**config.mk**
```make
export PLATFORM = sky130hd
export DESIGN_NAME = keyframe_envelope_interpolator
export DESIGN_NICKNAME = d
export VERILOG_FILES = /design/src/rtl/kenv_pkg.sv /design/src/rtl/kenv_datapath.sv /design/src/rtl/kenv_ctrl.sv /design/src/rtl/keyframe_envelope_interpolator.sv
export SDC_FILE = /design/constraint.sdc
export NUM_CORES = 1
export LEC_CHECK = 0
export BUFFER_PORTS_ARGS = -buffer_cell sky130_fd_sc_hd__buf_2
export CELL_PAD_IN_SITES_DETAIL_PLACEMENT = 0
export CELL_PAD_IN_SITES_GLOBAL_PLACEMENT = 1
export CORE_AREA = 2 2 252 254
export DETAILED_ROUTE_END_ITERATION = 7
export DIE_AREA = 0 0 254 256
export PLACE_DENSITY = 0.85
export SLEW_MARGIN = 20
export SYNTH_ARGS = -nofsm -noshare
export SYNTH_HDL_FRONTEND = slang
export SYNTH_SLANG_ARGS = --single-unit
```
**constraint.sdc**
```tcl
create_clock -name aclk -period 10.83 [get_ports aclk]
set_input_delay 0.5415 -clock aclk [delete_from_list [all_inputs] [get_ports aclk]]
set_output_delay 0.5415 -clock aclk [all_outputs]
set_load 0.005 [all_outputs]
```
**src/rtl/kenv_pkg.sv**
```systemverilog
// Shared types and constants for the keyframe envelope interpolator.
// Holds transaction payload structs, request and status codes, the controller
// state type and the command/status structs. No dependencies.
`timescale 1ns / 1ps
`default_nettype none

package kenv_pkg;

    localparam int MAX_STAGES_DEF = 8;

    localparam int REQ_W    = 2;
    localparam int DUR_W    = 16;
    localparam int VAL_W    = 16;
    // Total of up to sixteen 16-bit durations fits in this width.
    localparam int TIME_W   = 20;
    localparam int STAGE_W  = 3;
    localparam int STATUS_W = 3;

    // Product of a 17-bit signed difference and a 17-bit signed fraction.
    localparam int PROD_W    = 2 * (VAL_W + 1);
    localparam int DIV_STEPS = DUR_W;
    localparam int DIV_CNT_W = $clog2(DIV_STEPS);

    localparam logic [REQ_W-1:0] REQ_CLEAR  = 2'd0;
    localparam logic [REQ_W-1:0] REQ_APPEND = 2'd1;

    localparam logic [STATUS_W-1:0] STAT_EVALUATED = 3'd0;
    localparam logic [STATUS_W-1:0] STAT_APPENDED  = 3'd1;
    localparam logic [STATUS_W-1:0] STAT_DROPPED   = 3'd2;
    localparam logic [STATUS_W-1:0] STAT_EMPTY     = 3'd3;
    localparam logic [STATUS_W-1:0] STAT_CLEARED   = 3'd4;

    typedef struct packed {
        logic [REQ_W-1:0]        req_type;
        logic [DUR_W-1:0]        stage_duration_ms;
        logic signed [VAL_W-1:0] stage_value;
        logic [TIME_W-1:0]       sim_time_ms;
    } kenv_in_t;

    typedef struct packed {
        logic signed [VAL_W-1:0] result_value;
        logic [STAGE_W-1:0]      active_stage;
        logic [STATUS_W-1:0]     status;
        logic                    past_end;
    } kenv_out_t;

    typedef enum logic [2:0] {
        S_IDLE,
        S_WALK,
        S_PREV,
        S_DIV,
        S_MUL,
        S_ADD,
        S_FINISH
    } kenv_state_t;

    typedef struct packed {
        logic accept;
        logic walk;
        logic prev;
        logic div;
        logic mul;
        logic add;
        logic publish;
    } kenv_cmd_t;

    typedef struct packed {
        logic eval_go;
        logic walk_end;
        logic walk_interp;
        logic at_end;
    } kenv_sts_t;

endpackage

`default_nettype wire

```
**src/rtl/kenv_datapath.sv**
```systemverilog
// Datapath: stage table, cumulative-duration walk, restoring divider,
// multiplier and output register. Depends on kenv_pkg; driven by kenv_ctrl.
`timescale 1ns / 1ps
`default_nettype none

module kenv_datapath #(
    parameter int MAX_STAGES = kenv_pkg::MAX_STAGES_DEF
) (
    input  logic                aclk,
    input  logic                aresetn,
    input  kenv_pkg::kenv_in_t  in_data,
    input  kenv_pkg::kenv_cmd_t cmd,
    output kenv_pkg::kenv_sts_t sts,
    output kenv_pkg::kenv_out_t out_data
);
    import kenv_pkg::*;

    localparam int IDX_W = (MAX_STAGES > 1) ? $clog2(MAX_STAGES) : 1;
    localparam int CNT_W = $clog2(MAX_STAGES + 1);

    logic [DUR_W-1:0]        stage_dur_reg [MAX_STAGES];
    logic signed [VAL_W-1:0] stage_val_reg [MAX_STAGES];
    logic [CNT_W-1:0]        count_reg;
    logic [IDX_W-1:0]        idx_reg;
    logic [TIME_W-1:0]       time_reg;
    logic [TIME_W-1:0]       end_reg;
    logic [TIME_W-1:0]       start_reg;
    logic [DUR_W-1:0]        dur_reg;
    logic [DUR_W-1:0]        rem_reg;
    logic [DUR_W-1:0]        quo_reg;
    logic signed [VAL_W-1:0] cur_reg;
    logic signed [VAL_W-1:0] prev_reg;
    logic signed [PROD_W-1:0] prod_reg;
    kenv_out_t               res_reg;
    kenv_out_t               out_reg;

    logic [DUR_W-1:0]        rd_dur;
    logic signed [VAL_W-1:0] rd_val;
    logic [TIME_W-1:0]       end_next;
    logic                    hit;
    logic                    last;
    logic                    idx_zero;
    logic                    full;
    logic                    is_eval;
    logic [TIME_W-1:0]       num;
    logic [DUR_W:0]          rem_sh;
    logic [DUR_W:0]          rem_sub;
    logic                    rem_fit;
    logic signed [VAL_W:0]   diff;
    logic signed [DUR_W:0]   frac_s;
    logic signed [PROD_W-1:0] prod;
    logic signed [VAL_W-1:0] interp;

    always_comb begin
        rd_dur   = stage_dur_reg[idx_reg];
        rd_val   = stage_val_reg[idx_reg];
        end_next = end_reg + TIME_W'(rd_dur);
        hit      = (time_reg <= end_next);
        last     = (CNT_W'(idx_reg) == (count_reg - CNT_W'(1)));
        idx_zero = (idx_reg == '0);
        full     = (count_reg == CNT_W'(MAX_STAGES));
        is_eval  = (in_data.req_type != REQ_CLEAR) && (in_data.req_type != REQ_APPEND);
        num      = time_reg - start_reg;
        rem_sh   = {rem_reg, 1'b0};
        rem_sub  = rem_sh - {1'b0, dur_reg};
        rem_fit  = (rem_sh >= {1'b0, dur_reg});
        diff     = {cur_reg[VAL_W-1], cur_reg} - {prev_reg[VAL_W-1], prev_reg};
        frac_s   = $signed({1'b0, quo_reg});
        prod     = PROD_W'(diff) * PROD_W'(frac_s);
        // Arithmetic shift by the fraction width floors toward minus infinity.
        interp   = prev_reg + $signed(prod_reg[VAL_W+DUR_W-1:DUR_W]);

        sts.eval_go     = is_eval && (count_reg != '0);
        sts.walk_end    = (hit && idx_zero) || (!hit && last);
        sts.walk_interp = hit && !idx_zero;
        sts.at_end      = (num >= TIME_W'(dur_reg));
    end

    always_ff @(posedge aclk) begin
        if (!aresetn) begin
            count_reg <= '0;
        end else if (cmd.accept) begin
            if (in_data.req_type == REQ_CLEAR) begin
                count_reg <= '0;
            end else if (in_data.req_type == REQ_APPEND && !full) begin
                count_reg <= count_reg + CNT_W'(1);
            end
        end
    end

    always_ff @(posedge aclk) begin
        if (cmd.accept) begin
            time_reg <= in_data.sim_time_ms;
            end_reg  <= '0;
            idx_reg  <= '0;
            res_reg.result_value <= '0;
            res_reg.active_stage <= '0;
            res_reg.past_end     <= 1'b0;
            priority if (in_data.req_type == REQ_CLEAR) begin
                res_reg.status <= STAT_CLEARED;
            end else if (in_data.req_type == REQ_APPEND) begin
                if (full) begin
                    res_reg.status <= STAT_DROPPED;
                end else begin
                    stage_dur_reg[count_reg[IDX_W-1:0]] <= in_data.stage_duration_ms;
                    stage_val_reg[count_reg[IDX_W-1:0]] <= in_data.stage_value;
                    res_reg.status <= STAT_APPENDED;
                end
            end else if (count_reg == '0) begin
                res_reg.status <= STAT_EMPTY;
            end else begin
                res_reg.status <= STAT_EVALUATED;
            end
        end

        if (cmd.walk) begin
            end_reg   <= end_next;
            start_reg <= end_reg;
            dur_reg   <= rd_dur;
            cur_reg   <= rd_val;
            res_reg.active_stage <= STAGE_W'(idx_reg);
            if ((hit && idx_zero) || (!hit && last)) begin
                res_reg.result_value <= rd_val;
            end
            if (!hit && last) begin
                res_reg.past_end <= 1'b1;
            end
            // Step back to read the previous stage value, or forward to the next stage.
            if (hit && !idx_zero) begin
                idx_reg <= idx_reg - IDX_W'(1);
            end else if (!hit && !last) begin
                idx_reg <= idx_reg + IDX_W'(1);
            end
        end

        if (cmd.prev) begin
            prev_reg <= rd_val;
            rem_reg  <= num[DUR_W-1:0];
            quo_reg  <= '0;
            if (sts.at_end) begin
                res_reg.result_value <= cur_reg;
            end
        end

        if (cmd.div) begin
            rem_reg <= rem_fit ? rem_sub[DUR_W-1:0] : rem_sh[DUR_W-1:0];
            quo_reg <= {quo_reg[DUR_W-2:0], rem_fit};
        end

        if (cmd.mul) begin
            prod_reg <= prod;
        end

        if (cmd.add) begin
            res_reg.result_value <= interp;
        end

        if (cmd.publish) begin
            out_reg <= res_reg;
        end
    end

    assign out_data = out_reg;

endmodule

`default_nettype wire

```
**src/rtl/kenv_ctrl.sv**
```systemverilog
// Controller state machine: sequences accept, table walk, divide, multiply
// and result hand-off. Depends on kenv_pkg; commands kenv_datapath.
`timescale 1ns / 1ps
`default_nettype none

module kenv_ctrl (
    input  logic                aclk,
    input  logic                aresetn,
    input  logic                s_valid,
    output logic                s_ready,
    output logic                m_valid,
    input  logic                m_ready,
    input  kenv_pkg::kenv_sts_t sts,
    output kenv_pkg::kenv_cmd_t cmd
);
    import kenv_pkg::*;

    kenv_state_t          state_reg;
    kenv_state_t          state_next;
    logic [DIV_CNT_W-1:0] cnt_reg;
    logic [DIV_CNT_W-1:0] cnt_next;
    logic                 m_valid_reg;
    logic                 m_valid_next;

    always_ff @(posedge aclk) begin
        if (!aresetn) begin
            state_reg   <= S_IDLE;
            cnt_reg     <= '0;
            m_valid_reg <= 1'b0;
        end else begin
            state_reg   <= state_next;
            cnt_reg     <= cnt_next;
            m_valid_reg <= m_valid_next;
        end
    end

    always_comb begin
        state_next   = state_reg;
        cnt_next     = cnt_reg;
        m_valid_next = m_valid_reg && !m_ready;
        cmd          = '0;
        unique case (state_reg)
            S_IDLE: begin
                if (s_valid) begin
                    cmd.accept = 1'b1;
                    state_next = sts.eval_go ? S_WALK : S_FINISH;
                end
            end
            S_WALK: begin
                cmd.walk = 1'b1;
                if (sts.walk_end) begin
                    state_next = S_FINISH;
                end else if (sts.walk_interp) begin
                    state_next = S_PREV;
                end
            end
            S_PREV: begin
                cmd.prev   = 1'b1;
                cnt_next   = '0;
                state_next = sts.at_end ? S_FINISH : S_DIV;
            end
            S_DIV: begin
                cmd.div  = 1'b1;
                cnt_next = cnt_reg + DIV_CNT_W'(1);
                if (cnt_reg == DIV_CNT_W'(DIV_STEPS - 1)) begin
                    state_next = S_MUL;
                end
            end
            S_MUL: begin
                cmd.mul    = 1'b1;
                state_next = S_ADD;
            end
            S_ADD: begin
                cmd.add    = 1'b1;
                state_next = S_FINISH;
            end
            S_FINISH: begin
                if (!m_valid_reg || m_ready) begin
                    cmd.publish  = 1'b1;
                    m_valid_next = 1'b1;
                    state_next   = S_IDLE;
                end
            end
            default: begin
                state_next = S_IDLE;
            end
        endcase
    end

    assign s_ready = (state_reg == S_IDLE);
    assign m_valid = m_valid_reg;

endmodule

`default_nettype wire

```
**src/rtl/keyframe_envelope_interpolator.sv**
```systemverilog
// Keyframe envelope interpolator: clear, append and evaluate transactions on a stage table.
// Clear, append and empty evaluate go straight to the output register; an evaluate walks
// the table (up to MAX_STAGES stages) until stage 0 or past-end decides, the fraction
// reaches one, or the 16-step serial divide, multiply and add have run.
// One transaction at a time: a new input is accepted only once the block is back in idle.
// Reset: aresetn synchronous active low empties the table and drops any output.
`timescale 1ns / 1ps
`default_nettype none

module keyframe_envelope_interpolator #(
    parameter int MAX_STAGES = kenv_pkg::MAX_STAGES_DEF
) (
    input  logic                aclk,
    input  logic                aresetn,
    input  logic                s_valid,
    output logic                s_ready,
    input  kenv_pkg::kenv_in_t  s_data,
    output logic                m_valid,
    input  logic                m_ready,
    output kenv_pkg::kenv_out_t m_data
);
    import kenv_pkg::*;

    // Command and status between the sequencer and the datapath.
    kenv_cmd_t cmd;
    kenv_sts_t sts;

    // Sequencer: accept in idle, walk one stage per cycle, then divide
    // one quotient bit per cycle, multiply, add, and hand off the result.
    // The output register is free again once its transaction is taken, so a
    // new input is accepted while the previous result still waits.
    kenv_ctrl u_ctrl (
        .aclk    (aclk),
        .aresetn (aresetn),
        .s_valid (s_valid),
        .s_ready (s_ready),
        .m_valid (m_valid),
        .m_ready (m_ready),
        .sts     (sts),
        .cmd     (cmd)
    );

    // Datapath: stage table, running end time, restoring divider for the
    // Q0.16 fraction, 17x17 multiplier, and the output register.
    kenv_datapath #(
        .MAX_STAGES (MAX_STAGES)
    ) u_datapath (
        .aclk     (aclk),
        .aresetn  (aresetn),
        .in_data  (s_data),
        .cmd      (cmd),
        .sts      (sts),
        .out_data (m_data)
    );

endmodule

`default_nettype wire

```
# Yosys cells after proc, flatten, opt, wreduce, memory -nomap -nowiden
# Memories as Yosys holds them, arrays and structs flattened. A register that Yosys moved wholly into a read port is not among the register bits.
# Index checks and enable logic that the tools add are counted.
dict set report word_totals {
  output_inout_bits 25
  elab_cells 131
  reg_bits 233
  ramBits 256
  mem_count 2
  input_bits 58
}
# memory depth width rd rd_ports_with_merged_regs wr line_no
set mem_list {}
lappend mem_list {u_datapath.stage_dur_reg 8 16 1 1 1 kenv_datapath.sv:21} ;# logic [DUR_W-1:0] stage_dur_reg [MAX_STAGES];
lappend mem_list {u_datapath.stage_val_reg 8 16 1 1 1 kenv_datapath.sv:22} ;# logic signed [VAL_W-1:0] stage_val_reg [MAX_STAGES];
dict set report op_classes {
  magnitude_cmp 3
  n_eq_ne 15
  addsub 10
  n_reduce_logical 28
  multipliers 1
  mux 50
}
# operator count
set ops {}
lappend ops {{2-to-1 mux 16 bit} 9}
lappend ops {{2-to-1 mux 20 bit} 2}
lappend ops {{2-to-1 mux 3 bit} 13}
lappend ops {{multiplier 17 x 17 -> 32 bit} 1}
lappend ops {{2-to-1 mux 23 bit} 1}
lappend ops {{case mux 3 bit (7 select lines)} 1}
lappend ops {{adder 20 x 16 -> 20 bit} 1}
lappend ops {{>= comparator 20 x 16 -> 1 bit} 1}
lappend ops {{less-or-equal comparator 20 bit} 1}
lappend ops {{subtractor 20 bit} 1}
lappend ops {{2-to-1 mux 19 bit} 1}
lappend ops {{2-to-1 mux 1 bit} 18}
lappend ops {{>= comparator 17 x 16 -> 1 bit} 1}
lappend ops {{subtractor 16 x 16 -> 17 bit} 1}
lappend ops {{adder 16 bit} 1}
lappend ops {{subtractor 16 bit} 1}
lappend ops {{nonzero test 2 bit} 5}
lappend ops {{== test 3 bit (second input constant)} 3}
lappend ops {{adder 4 x 1 -> 4 bit (second input constant)} 2}
lappend ops {{== test 4 bit (second input constant)} 2}
lappend ops {{logical AND 1 bit} 8}
lappend ops {{2-to-1 mux 4 bit} 2}
lappend ops {{case mux 4 bit (2 select lines)} 1}
lappend ops {{== test 3 x 2 -> 1 bit (second input constant)} 2}
lappend ops {{18 further kinds} 28}

# Depth between registers and ports, before layout
# Gate-level depths: netlist of run 1.
dict set report depth {
  depth_word 10
  ltp_mapped 36
  mapped_depth_nobuf 35
}

# Hierarchy
# From an unflattened synthesis of run 1, not the netlist that was laid out.
dict set report hier_totals {
  hier_cells 2630
  area_unflattened_um2 32085.8
}
# mod cells_per_inst area_per_inst_um2 seq_area_each_um2 instances
set modules_own_cells {}
lappend modules_own_cells {kenv_datapath 2559 31466.4 13723.2 1}
lappend modules_own_cells {kenv_ctrl 71 619.3 160.2 1}

# Worst setup path after synthesis of run 1
# No wires, ideal clock.
dict set report synth_timing {
  path_type {flip-flop to flip-flop}
  startpoint {register u_datapath.prev_reg[0]}
  endpoint {register u_datapath.prod_reg[31], data pin}
  stages_incl_launch_ff 34
  path_slack_ns 2.969
  path_buffers 1
  period_less_slack_ns 7.861
  setup_time_ns 0.260
  arrival_ns 7.601
  required_time_ns 10.570
  path_cell_list {edfxtp_1 ha_1 fa_1 nand2b_1 a21boi_0 o21ai_1 a211oi_1 nand4bb_1 o2111ai_1 a31o_2 clkbuf_1 nand2_1 inv_1 fa_1 inv_1 fa_1 inv_1 fa_1 fa_1 fa_1 inv_1 fa_1 inv_1 ha_1 o21a_1 o21a_1 o21ai_0 nand2b_1 o211ai_1 o211ai_1 nand2_1 o2111ai_1 a21oi_1 xnor2_1}
}
dict set report synth_between {
  elab_chain_len 2
}
# item line_no
set synth_lines {}
lappend synth_lines {{start: declaration} kenv_datapath.sv:32} ;# logic signed [VAL_W-1:0] prev_reg;
lappend synth_lines {{start signal: assignment} kenv_datapath.sv:137} ;# prev_reg <= rd_val;
lappend synth_lines {{subtractor 16 x 16 -> 17 bit} kenv_datapath.sv:67} ;# diff = {cur_reg[VAL_W-1], cur_reg} - {prev_reg[VAL_W-1], prev_reg};
lappend synth_lines {{multiplier 17 x 17 -> 32 bit} kenv_datapath.sv:69} ;# prod = PROD_W'(diff) * PROD_W'(frac_s);
lappend synth_lines {{net u_datapath.prod[31]} kenv_datapath.sv:51} ;# logic signed [PROD_W-1:0] prod;
lappend synth_lines {{end signal: assignment} kenv_datapath.sv:151} ;# prod_reg <= prod;
lappend synth_lines {{end: declaration} kenv_datapath.sv:33} ;# logic signed [PROD_W-1:0] prod_reg;
# The timed path passes the listed nets, and every way through them passes these cells.
# A chain may end at the register's enable or synchronous reset.

# Worst setup path in the final report of run 1
dict set report layout_timing {
  startpoint {register u_datapath.prev_reg[1]}
  endpoint {register u_datapath.prod_reg[26], data pin}
}
# Same word-level chain as after synthesis.

==> results of run 1 <==
area by class of cell:
cell class                      count  area [um^2]
Tap cell                          846         1059
Sequential cell                   473        13890
Fill cell                        5136        26940
Timing Repair Buffer              118        680.7
Clock inverter                     28        245.2
Inverter                          436         1637
Clock buffer                       51         1137
Multi-Input combinational cell   1765        16800
Antenna cell                        3        7.507
cell usage in the layout (no fill, tap or decap), drive strengths merged, types with 40 or more instances in the layout:
cell type	instances
nor2	123
fa	264
o21ai	85
buf	118
ha	207
nor2b	44
nand3	40
edfxtp	441
inv	438
clkbuf	51
nand2	235
and2	118
a21oi	88
mux4	64
xnor2	76
metal layers:
| metal | GRT usage (%) | vias up | wire [um] |
|---|---|---|---|
| met2 | 38.40 | 617 | 35670 |
| met5 | 0 | - | 22 |
| li1 | - | 9648 | - |
| met4 | 4.967 | 4 | 1379 |
| met3 | 3.315 | 113 | 4650 |
| met1 | 33.42 | 10510 | 32710 |
critical path: cells and delay by family (launching register included):
kind / cells / cell delay, ns
adders and majority gates: 8 / 3.59
and+or+nand+nor: 8 / 1.95
buffers and inverters: 5 / 0.29
AOI/OAI and AO/OA: 11 / 2.40
xor gates and xnor gates: 1 / 0.08
DFF: 1 / 0.40
logic make-up (layout without fill, tap and decap cells):
kind of cell | count (synthesis) | in the layout | synth area share, %
buf+inv | 542 | 633 | 6.310
compound gates | 375 | 375 | 7.683
fa+ha+maj | 471 | 471 | 24.13
simple gates | 708 | 708 | 10.70
flops | 473 | 473 | 42.54
mux | 104 | 104 | 5.773
other cells | 0 | 3 | 0
xor+xnor | 107 | 107 | 2.871
through the flow:
stage,cells,setup WS (ns),hold slack (ns),utilization [%],instance area (um^2)
after floorplan,2780,2.969,0.4003,-,32640
after global placement,3638,2.105,0.4065,54.59,34060
after detailed placement,3638,1.938,0.4065,54.59,34060
after CTS,3717,1.941,0.1299,56.80,35440
after global routing,3719,1.326,0.1223,56.82,35450
final,3720,1.913,0.1519,56.82,35450
how the worst max path moves through the flow:
stage	startpoint	endpoint	slack [ns]	depth (start not counted)
after CTS	u_datapath.prev_reg[1]	u_datapath.prod_reg[26]	1.94	33
after global routing	u_datapath.prev_reg[1]	u_datapath.prod_reg[26]	1.33	33
after floorplan	u_datapath.prev_reg[0]	u_datapath.prod_reg[31]	2.97	33
after detailed placement	u_datapath.prev_reg[1]	u_datapath.prod_reg[26]	1.94	33
after global placement	u_datapath.prev_reg[1]	u_datapath.prod_reg[26]	2.11	33
final	u_datapath.prev_reg[1]	u_datapath.prod_reg[26]	1.91	33
Yosys cell counts, types with 25 or more instances:
cell type  instances
nor2_1           122
nand3_1           40
fa_1             264
xnor2_1           76
nand2b_1          30
nor2b_1           44
o21ai_0           58
mux2_2            33
xor2_1            31
dfxtp_1           32
and2_1           118
nand2_1          235
edfxtp_1         441
ha_1             207
inv_1            436
o21ai_1           27
clkbuf_1          86
mux4_2            64
nor3_1            34
a21o_1            25
a21oi_1           87
==> flow_summary.toml, run 1 <==
[critical_path]
worstSetupEndpointType = "register"
reg2reg_slack_ns = 1.91
path_max_fanout = 15
cp_common_cell = "fa_1"
worstReg2RegEnd = "u_datapath.prod_reg[26]"
worstSetupPathType = "reg -> reg"
max_stage_delay_ns = 0.56
crit_slowest_cell = "nand3_1"
crit_required_ns = 11.15
r2r_cells = 33
crit_path_start_kind = "register"
r2r_start = "u_datapath.prev_reg[1]"
cp.arrival_ns = 9.24

[cts]
cts_buffers = 44
clkTransAtPathRegs_ns = 0.07
htree_num_levels = 2
post_cts_buffers = 0
tritoncts = "done"
cts_buffer_depth = 3
clock-sinks = 473
clock_latency_ns = 0.57
ctsResizeCount = 0
cts_hold_buf = 0
cts_root_buf = "clkbuf_16"

[floorplanning]
fp.dieH_um = 256
rows = 92
die_w_um = 254
fp.dieArea_um2 = 65020
core_area_um2 = 62390
start_util_pct = 52.31
ios = 83

[logic_synthesis]
synth_nets = 3309
synth_edf_count = 441
ys_seq_area_share_pct = 42.54
yosys_most_used_dff = "edfxtp_1"
syn_avg_cell_area_um2 = 11.74
yosys.area.top_type = "edfxtp_1"
ys_warn_count = 0
netlist.area_leader.share_pct = 40.58
synth_area_leaders = "edfxtp_1 41%, fa_1 16%, ha_1 7.9%"
synthArstFlopShare_pct = 0
ys_ff_latch = 473
synth.cell_area_um2 = 32640
ys_types = 79
syn_inst = 2780

[routing]
wl_um = 74430
vias_per_cell = 5.616
post-route-drc-count = 0
dr.pass1.iters = 6
vias = 20890
wl_per_cell_um = 20.01
postRouteAntennaNets = 0
drtIter0Drc = 1813

[sta]
tightestPinTransition_ns = 1.104
rsz0062_at_grt = "false"
finalSetupViolCount = 0
final_max_slew_viol_count = 0
period_minus_slack_ns = 8.917
relSlewSlack_pct = 26.02
hold_violations = 0
fin_skew_ns = 0.01425
fmax_mhz = 112.2
fin_crit_sh_pct = 82.33
tns_ns = 0

[worst_hold_path]
min_path_cells = 1
min_to = "u_datapath.time_reg[18]"
holdCritStartpoint = "s_data[18]"
holdCritPathClass = "in -> reg"

[final_layout]
fin_nets = 3367
area_growth_pct = 8.622
drive_gt1_share_pct = 11.01

[placement]
port_buffers = 82
place_congestion = 0.8841
post-dp-hpwl_um = 53360

[global_routing]
gr-total-overflow = 0
grt_pass1_wl_um = 118900
antenna_found_initial = 5
grt_usage_pct = 23.42
grt_pass1_vias = 21390
grt_max_degree = 55

[run_status]
status = "finished clean"

[flow_run]
maxCapViolCount = 0
Power of run 1 is not shown: default switching activity piles up to over one toggle a cycle in this logic, so the estimate is an artifact.
==> run 2, diff against run 1 <==
- clock period: 10.83 -> 9.1 ns (I/O delays scaled with it)
==> run 2 against run 1 <==
Critical path depth is 2 higher. Count of clock-buffer cells in the layout is 2 lower. Flip-flop and latch count stayed put. Die area stayed put. Worst hold slack worse by 0.090 ns. Non-clock buffer count is 8 higher. Global-route usage is 0.051 points higher.
==> flow_summary.toml, run 2 (synthesized netlist as in run 1, its figures left out) <==
[floorplanning]
ios = 83
start_util_pct = 52.31
die_w_um = 254
core_area_um2 = 62390
fp.dieH_um = 256
rows = 92
fp.dieArea_um2 = 65020

[sta]
finalSetupViolCount = 0
tightestPinTransition_ns = 1.107
relSlewSlack_pct = 26.21
final_max_slew_viol_count = 0
fin_crit_sh_pct = 94.27
hold_violations = 0
tns_ns = 0
rsz0062_at_grt = "false"
period_minus_slack_ns = 8.578
fin_skew_ns = 0.02363
fmax_mhz = 116.6

[placement]
dp_cells = 3646
port_buffers = 82
post-dp-hpwl_um = 54260
place_congestion = 0.8673
dpl_cell_area_um2 = 34100

[routing]
wl_per_cell_um = 20.03
dr.pass1.iters = 5
drtIter0Drc = 1535
postRouteAntennaNets = 0
vias = 21070
post-route-drc-count = 0
vias_per_cell = 5.652
wl_um = 74670

[final_layout]
final_common_cell = "edfxtp_1"
fin_cells = 3728
final_area_um2 = 35700
drive_gt1_share_pct = 11.38
area_growth_pct = 9.388
fin_nets = 3375
multi_input_comb_area_um2 = 16790
final_cell_mix = "441 x edfxtp_1, 435 x inv_1, 264 x fa_1"
area.sequential_um2 = 13890
nFillCells = 5131

[critical_path]
path_delay_family = "adder cells"
crit_slowest_cell = "fa_1"
crit_path_start_kind = "register"
worstSetupEndpointType = "register"
cp_common_cell = "fa_1"
cp.arrival_ns = 8.87
reg2reg_slack_ns = 0.52
max_stage_delay_ns = 0.54
crit_required_ns = 9.40
worstSetupPathType = "reg -> reg"
critPathBufInv = 7
path_max_fanout = 33

[global_routing]
grt_pass1_wl_um = 119500
gr-total-overflow = 0
antenna_found_initial = 4
grt_pass1_vias = 21930
grt_max_degree = 52
grt_usage_pct = 23.47

[cts]
cts_hold_buf = 0
clkTransAtPathRegs_ns = 0.07
clock-sinks = 473
cts_root_buf = "clkbuf_16"
htree_num_levels = 2
tritoncts = "done"
cts_buffers = 44
clock_latency_ns = 0.57
cts_buffer_depth = 3

[flow_run]
maxCapViolCount = 0

[run_status]
status = "finished clean"

[worst_hold_path]
holdCritPathClass = "in -> reg"
-- run 2: changes by cell type in the layout (fill, tap and decap cells not counted), sizes merged --
cell and delta:
diode -2, buf +8, clkbuf -2, clkinvlp +2, clkinv -4, bufinv +6
-- run 2: worst paths after layout --
| path | start | depth (start not counted) | end |
|---|---|---|---|
| setup / recovery | u_datapath.prev_reg[1] | 35 | u_datapath.prod_reg[31] |
| hold / removal | s_data[16] | 1 | u_datapath.time_reg[16] |
| setup reg to reg | u_datapath.prev_reg[1] | 35 | u_datapath.prod_reg[31] |
| hold reg to reg | u_datapath.res_reg[6] | 0 | u_datapath.out_data[6] |
-- run 2: cell type report --
type	instances	area share, %
antenna	1	0.007009
clock buffer	49	3.224
clock inverter	32	1.216
inverter	436	4.584
multi-input combinational	1765	47.02
sequential	473	38.90
tap	846	2.965
timing repair buffer	126	2.075
-- run 2: metrics by stage --
stage / worst slack (ns) / util [%] / hold WS [ns]
floorplan: 1.239 / - / 0.4003
global placement: 0.5779 / 54.65 / 0.4078
global route: 0.01103 / 57.22 / 0.04217
finish: 0.5215 / 57.22 / 0.06193
detailed placement: 0.3797 / 54.65 / 0.4062
CTS: 0.3660 / 57.19 / 0.04281
-- run 2: metal layers --
layer / wire [um] / vias to the layer above / track usage (%)
met5: 29 / - / 0
met4: 2045 / 6 / 6.062
met3: 4391 / 155 / 2.695
met2: 35680 / 715 / 38.96
met1: 32530 / 10550 / 33.04
li1: - / 9643 / -
-- run 2: repair_timing --
action | in CTS | in global routing
buffers inserted | 0 | 0
gates resized for setup | 0 | 2
endpoints found under the setup margin | 0 | 4
Power of run 2 is left out for the same reason.
